**src/sv/r2h_pkg.sv**
```systemverilog
// Shared constants and types for the RGB to HSV converter.
// Depends on nothing; imported by the converter and its checker.
package r2h_pkg;

  localparam int CHANNEL_BITS_DEF = 8;

  // Hue is in 1/64 degree: one 60 degree sector is 3840 units
  localparam int HUE_W            = 15;
  localparam int HUE_QBITS        = 12;
  localparam int HUE_SECTOR_SCALE = 3840;
  localparam int HUE_FULL_CIRCLE  = 23040;
  localparam int HUE_BASE_GREEN   = 2 * HUE_SECTOR_SCALE;
  localparam int HUE_BASE_BLUE    = 4 * HUE_SECTOR_SCALE;

  // Channel that holds the maximum
  typedef enum logic [1:0] {
    SECT_RED,
    SECT_GREEN,
    SECT_BLUE
  } sector_t;

endpackage

```
**src/sv/r2h_divider.sv**
```systemverilog
// Pipelined restoring divider, one quotient bit per register stage.
// Stage advance comes from the parent; depends on no package.
module r2h_divider #(
  parameter int DEN_W = 8,
  parameter int QBITS = 12
) (
  input  logic                   clk,
  input  logic [QBITS-1:0]       adv,
  input  logic [DEN_W+QBITS-1:0] num,
  input  logic [DEN_W-1:0]       den,
  output logic [QBITS-1:0]       quot,
  output logic                   rem_nz
);

  localparam int W = DEN_W + QBITS;

  typedef logic [W:0] ext_t;

  logic [W-1:0]     rem [QBITS];
  logic [QBITS-1:0] quo [QBITS];
  logic [DEN_W-1:0] dvs [QBITS];

  for (genvar k = 0; k < QBITS; k++) begin : g_stage
    localparam int SH = QBITS - 1 - k;

    logic [W-1:0]     rem_prev;
    logic [QBITS-1:0] quo_prev;
    logic [DEN_W-1:0] dvs_prev;
    logic [W:0]       trial;

    if (k == 0) begin : g_first
      assign rem_prev = num;
      assign quo_prev = '0;
      assign dvs_prev = den;
    end else begin : g_next
      assign rem_prev = rem[k-1];
      assign quo_prev = quo[k-1];
      assign dvs_prev = dvs[k-1];
    end

    // Subtract the shifted divisor; keep the old remainder if it goes negative
    assign trial = {1'b0, rem_prev} - (ext_t'(dvs_prev) << SH);

    always_ff @(posedge clk) begin
      if (adv[k]) begin
        rem[k] <= trial[W] ? rem_prev : trial[W-1:0];
        quo[k] <= {quo_prev[QBITS-2:0], ~trial[W]};
        dvs[k] <= dvs_prev;
      end
    end
  end

  assign quot   = quo[QBITS-1];
  assign rem_nz = |rem[QBITS-1];

endmodule

```
**src/sv/rgb_to_hsv_converter.sv**
```systemverilog
// RGB to HSV converter. Throughput is one pixel per clock while out_stall
// is low; the depth is set by the two pipelined dividers, which resolve
// one quotient bit per stage. Empty stages collapse under out_stall.
// rst clears all stage valid bits; data registers keep.
// Depends on r2h_pkg and r2h_divider.
module rgb_to_hsv_converter import r2h_pkg::*; #(
  parameter int CHANNEL_BITS = CHANNEL_BITS_DEF
) (
  input  logic                    clk,
  input  logic                    rst,
  input  logic                    in_valid,
  output logic                    in_stall,
  input  logic [CHANNEL_BITS-1:0] red_in,
  input  logic [CHANNEL_BITS-1:0] green_in,
  input  logic [CHANNEL_BITS-1:0] blue_in,
  output logic                    out_valid,
  input  logic                    out_stall,
  output logic [HUE_W-1:0]        hue_out,
  output logic [CHANNEL_BITS-1:0] sat_out,
  output logic [CHANNEL_BITS-1:0] val_out
);

  localparam int N    = CHANNEL_BITS;
  localparam int QB   = (N > HUE_QBITS) ? N : HUE_QBITS;
  localparam int W    = N + QB;
  localparam int S    = QB + 4;
  localparam int LAST = S - 1;

  typedef struct packed {
    logic [N-1:0] mx;
    sector_t      sector;
    logic         neg;
    logic         gray;
  } side_t;

  // ---------------- stage valid bits and advance ----------------
  logic [S-1:0] vld;
  logic [S:0]   adv;

  always_comb begin
    adv[S] = ~out_stall;
    for (int k = S - 1; k >= 0; k--) begin
      adv[k] = ~vld[k] | adv[k+1];
    end
  end

  always_ff @(posedge clk) begin
    if (rst) begin
      vld <= '0;
    end else begin
      if (adv[0]) begin
        vld[0] <= in_valid;
      end
      for (int k = 1; k < S; k++) begin
        if (adv[k]) begin
          vld[k] <= vld[k-1];
        end
      end
    end
  end

  assign in_stall  = ~adv[0];
  assign out_valid = vld[LAST];

  // ---------------- stage A: max, min, sector, channel difference ----------------
  logic         red_top, green_top;
  logic [N-1:0] mx_next, mn_next, dabs_next;
  logic         neg_next;
  sector_t      sector_next;

  assign red_top   = (red_in >= green_in) && (red_in >= blue_in);
  assign green_top = (green_in >= blue_in);

  always_comb begin
    if (red_top) begin
      sector_next = SECT_RED;
      mx_next     = red_in;
      neg_next    = green_in < blue_in;
      dabs_next   = neg_next ? blue_in - green_in : green_in - blue_in;
    end else if (green_top) begin
      sector_next = SECT_GREEN;
      mx_next     = green_in;
      neg_next    = blue_in < red_in;
      dabs_next   = neg_next ? red_in - blue_in : blue_in - red_in;
    end else begin
      sector_next = SECT_BLUE;
      mx_next     = blue_in;
      neg_next    = red_in < green_in;
      dabs_next   = neg_next ? green_in - red_in : red_in - green_in;
    end
    if (red_in <= green_in) begin
      mn_next = (red_in <= blue_in) ? red_in : blue_in;
    end else begin
      mn_next = (green_in <= blue_in) ? green_in : blue_in;
    end
  end

  logic [N-1:0] a_mx, a_mn, a_dabs;
  logic         a_neg;
  sector_t      a_sector;

  always_ff @(posedge clk) begin
    if (adv[0]) begin
      a_mx     <= mx_next;
      a_mn     <= mn_next;
      a_dabs   <= dabs_next;
      a_neg    <= neg_next;
      a_sector <= sector_next;
    end
  end

  // ---------------- stage B: delta and hue dividend ----------------
  side_t        b_side;
  logic [N-1:0] b_delta;
  logic [W-1:0] b_hnum;

  always_ff @(posedge clk) begin
    if (adv[1]) begin
      b_side.mx     <= a_mx;
      b_side.sector <= a_sector;
      b_side.neg    <= a_neg;
      b_side.gray   <= (a_mx == a_mn);
      b_delta       <= a_mx - a_mn;
      b_hnum        <= W'(a_dabs) * W'(HUE_SECTOR_SCALE);
    end
  end

  // ---------------- stage C: saturation dividend ----------------
  side_t        c_side;
  logic [N-1:0] c_delta;
  logic [W-1:0] c_hnum, c_snum;

  always_ff @(posedge clk) begin
    if (adv[2]) begin
      c_side  <= b_side;
      c_delta <= b_delta;
      c_hnum  <= b_hnum;
      // full scale times delta, full scale being all ones
      c_snum  <= (W'(b_delta) << N) - W'(b_delta);
    end
  end

  // ---------------- divider stages ----------------
  logic [QB-1:0] hue_q, sat_q;
  logic          hue_rnz;
  side_t         d_side [QB];

  r2h_divider #(
    .DEN_W (N),
    .QBITS (QB)
  ) u_hue_div (
    .clk    (clk),
    .adv    (adv[QB+2:3]),
    .num    (c_hnum),
    .den    (c_delta),
    .quot   (hue_q),
    .rem_nz (hue_rnz)
  );

  r2h_divider #(
    .DEN_W (N),
    .QBITS (QB)
  ) u_sat_div (
    .clk    (clk),
    .adv    (adv[QB+2:3]),
    .num    (c_snum),
    .den    (c_side.mx),
    .quot   (sat_q),
    .rem_nz ()
  );

  // carry the side data alongside the divider stages
  always_ff @(posedge clk) begin
    if (adv[3]) begin
      d_side[0] <= c_side;
    end
    for (int k = 1; k < QB; k++) begin
      if (adv[k+3]) begin
        d_side[k] <= d_side[k-1];
      end
    end
  end

  // ---------------- final stage: assemble hue, output register ----------------
  side_t        f_side;
  logic [15:0]  hue_base, hue_calc;
  logic [HUE_W-1:0] hue_next;
  logic [N-1:0] sat_next;

  assign f_side = d_side[QB-1];

  always_comb begin
    case (f_side.sector)
      SECT_RED:   hue_base = f_side.neg ? 16'(HUE_FULL_CIRCLE) : '0;
      SECT_GREEN: hue_base = 16'(HUE_BASE_GREEN);
      SECT_BLUE:  hue_base = 16'(HUE_BASE_BLUE);
      default:    hue_base = '0;
    endcase
    // negative difference: floor of a negative quotient rounds away from zero
    if (f_side.neg) begin
      hue_calc = hue_base - 16'(hue_q) - 16'(hue_rnz);
    end else begin
      hue_calc = hue_base + 16'(hue_q);
    end
    hue_next = f_side.gray ? '0 : hue_calc[HUE_W-1:0];
    sat_next = (f_side.mx == '0) ? '0 : sat_q[N-1:0];
  end

  always_ff @(posedge clk) begin
    if (adv[LAST]) begin
      hue_out <= hue_next;
      sat_out <= sat_next;
      val_out <= f_side.mx;
    end
  end

endmodule

```
**config.mk**
```make
export PLATFORM = sky130hd
export DESIGN_NAME = rgb_to_hsv_converter
export DESIGN_NICKNAME = d
export VERILOG_FILES = /design/src/sv/r2h_pkg.sv /design/src/sv/r2h_divider.sv /design/src/sv/rgb_to_hsv_converter.sv
export SDC_FILE = /design/constraint.sdc
export NUM_CORES = 1
export LEC_CHECK = 0
export BUFFER_PORTS_ARGS = -buffer_cell sky130_fd_sc_hd__buf_2
export CAP_MARGIN = 20
export CORE_ASPECT_RATIO = 1.4
export CORE_MARGIN = 2
export CORE_UTILIZATION = 55
export DETAILED_ROUTE_END_ITERATION = 6
export HOLD_SLACK_MARGIN = 0.02
export PLACE_DENSITY_LB_ADDON = 0.12
export SLEW_MARGIN = 25
export SYNTH_ARGS = -nofsm -noshare
export SYNTH_HDL_FRONTEND = slang
export SYNTH_SLANG_ARGS = --single-unit
```
**constraint.sdc**
```tcl
create_clock -name clk -period 25.9 [get_ports clk]
set_input_delay 6.475 -clock clk [delete_from_list [all_inputs] [get_ports clk]]
set_output_delay 6.475 -clock clk [all_outputs]
set_load 0.05 [all_outputs]
```
==> flow_metrics.tcl <==
set metrics [dict create \
    wire_per_inst_um 16.4 \
    finClkSkew_ps 18.2 \
    die_x_um 243 \
    synth_area_um2 43900 \
    tritoncts "built" \
    rsz0062_at_grt "false" \
    required_ps 19420 \
    postCtsSetupBuffers 0 \
    place_congestion 0.879 \
    place_hpwl_mm 60.1 \
    comb_power_share_pct 38.8 \
    via_per_inst 5.41 \
    path_cells "buf_2 -> nand2_1 -> buf_4 -> nor2_1 -> and2_1 -> inv_2 -> buf_4 -> nor3_1 -> nand3_2 -> buf_4 -> nor2_1 -> nand2_1 -> buf_4 -> inv_1 -> buf_2" \
    power_w 0.00649 \
    fp.coreArea_um2 79100 \
    track_usage_pct 19.1 \
    fillers 6151 \
    syn_avg_cell_area_um2 12.5 \
    clk_path_buf_depth 3 \
    crit_path_max_fanout 68 \
    maxCapViolations 0 \
    synth-edff-count 873 \
    peakVddDrop_uv 68.7 \
    power_density_nw_per_um2 134 \
    synth_cell_types 85 \
    drive_gt1_share_pct 8.15 \
    crit_top_cell "buf_4" \
    initial_core_util_pct 55.6 \
    grt_max_degree 71 \
    tightest_slew_ps 1050 \
    clkLatencyLatePin_ps 630 \
    io_pins 61 \
    hp-class "register to register" \
    synth_top_area_share_pct 59.6 \
    wl_mm 78.3 \
    yosys.area.top_type "edfxtp_1" \
    hold_buffers 0 \
    cts_root_buffer "clkbuf_16" \
    fin_crit_sh_pct 64.1 \
    synth_nets 3872 \
    cts_resized 0 \
    power_switching_w 0.00223 \
    fin_crit_ps 16610 \
    async_reset_ff_share_pct 0 \
    antenna_found_initial 0 \
    dieArea_um2 82200 \
    cp_slowest_cell "nor3_1" \
    dr.pass1.iters 5 \
    diodes 0 \
    grt_pass1_vias 27100 \
    max_clock_freq_mhz 60.2 \
    ys_seq_area_share_pct 60.4 \
    ys_ff_latch 889 \
    drv_slew 0 \
    cts-buffers-inserted 84 \
    p_clk_share_pct 18.6 \
    numClockSinks 889 \
    yosysWarnings 0 \
    end_kind "output pin" \
    dieHeight_um 338 \
    syn_inst 3521 \
    io_buffers 60 \
    cpPeakStageDelay_ps 850 \
    area.growth.synth_to_final_pct 9.91 \
    swShare_pct 34.3 \
    worst-path-buf-inv 8 \
    final_cell_mix "edfxtp_1 (873), inv_1 (418), ha_1 (279)" \
    internal_power_w 0.00426 \
    outcome "finished, final reports clean" \
    leakagePower_nw 19.6 \
    synth-main-ff-cell "edfxtp_1" \
    hold_violations 0 \
    drt_iter0_drc 1240 \
    postRouteAntennaNets 0 \
    seqPwrFrac_pct 42.6 \
    crit_type "primary input to output pin" \
    final_common_cell "edfxtp_1" \
    grt_overflow 0 \
    cp_top_family "simple AND/OR/NAND/NOR gates" \
    tns_ps 0 \
    arrival_ps 10130 \
    nets 3998 \
    reg2reg_slack_ps 21800 \
    grt_pass1_wl_mm 127 \
    h-tree-depth 3 \
    row_count 122 \
    dr_total_vias 25800 \
    maxSlewHeadroom_pct 29.7 \
    clk_pin_slew_ps 60 \
    synth_area_leaders "edfxtp_1 (60%), ha_1 (7.9%), inv_1 (3.6%), o21ai_0 (2.4%), xnor2_1 (2.2%)" \
    crit_path_start_kind "primary input" \
    drc 0 \
    setup_violations 0 \
]
## cell usage after synthesis, types with 37 or more instances
master and number:
a21boi_0 72, a21oi_1 146, clkbuf_1 37, edfxtp_1 873, fa_1 44, ha_1 279, inv_1 423, mux2_2 55
mux2i_1 46, nand2_1 227, nand2b_1 37, nor2_1 252, nor2b_1 85, nor3_1 92, nor4_1 41, o21ai_0 207
o31ai_1 39, xnor2_1 110, xor2_1 103
## flip-flops by register name, summed over array words and instances, names as in the netlist, 15 cells and up
name,flops
u_sat_div.dvs,33
hue_out,15
u_hue_div.dvs,77
u_hue_div.quo,78
d_side,111
u_hue_div.rem,180
vld,16
u_sat_div.rem,220
u_sat_div.quo,36
c_snum,16
## final timing paths
path,cells past startpoint,to,start
max,15,in_stall,out_stall
min,0,d_side[1][27],d_side[1][15]
max reg2reg,8,u_hue_div.dvs[0][13],vld[15]
min reg2reg,0,d_side[1][27],d_side[1][15]
## power by group through the flow
stage / sequential [W] / clock (W) / combinational (W)
final: 0.00276 / 0.00121 / 0.00252
after global routing: 0.00283 / 0.00129 / 0.00285
after CTS: 0.00277 / 0.00123 / 0.00253
after detailed placement: 0.00280 / 0 / 0.00251
after global placement: 0.00277 / 0 / 0.00238
after floorplan: 0.00271 / 0 / 0.00196
## metrics by stage
stage          setup WS (ps)  hold slack (ps)  util, %  instances  area (um2)
6_report                9290              412     61.1       4770       48300
5_1_grt                 8870              415     61.1       4770       48300
4_1_cts                 9230              412     61.1       4770       48300
3_5_place_dp            9240              405     57.7       4615       45600
3_3_place_gp            9260              401     57.7       4615       45600
2_1_floorplan           7410              400        -       3521       43900
## layout make-up
cell class	instances	area [um2]	share of cell area, %
flip-flops and latches	889	26500	54.9
multi-input cells	2166	15700	32.5
clock buffers	110	2270	4.70
inverters	424	1600	3.30
well taps	1054	1320	2.73
repair buffers	82	465	0.964
clock inverters	45	415	0.860
## per-layer routing
metal	vias to the layer above	track usage, %	routed length, um
met2	363	41.1	47200
li1	12900	-	-
met1	12400	16.5	25800
met3	164	2.69	2120
met5	-	0	0
met4	0	8.67	3160
## cell families (layout without fill, tap and decap cells)
logic type	count (synthesis)	count (layout)	synth area share (%)
other	1	1	0.00853
AO/OA/AOI/OAI	640	640	9.14
adder cells (fa/ha/maj)	323	323	9.95
buffers and inverters	466	661	4.00
flip-flops	889	889	60.4
XOR/XNOR	213	213	4.24
AND/OR/NAND/NOR	887	887	9.80
multiplexers	102	102	2.48
Note: power is estimated with default switching activity, not from simulation.
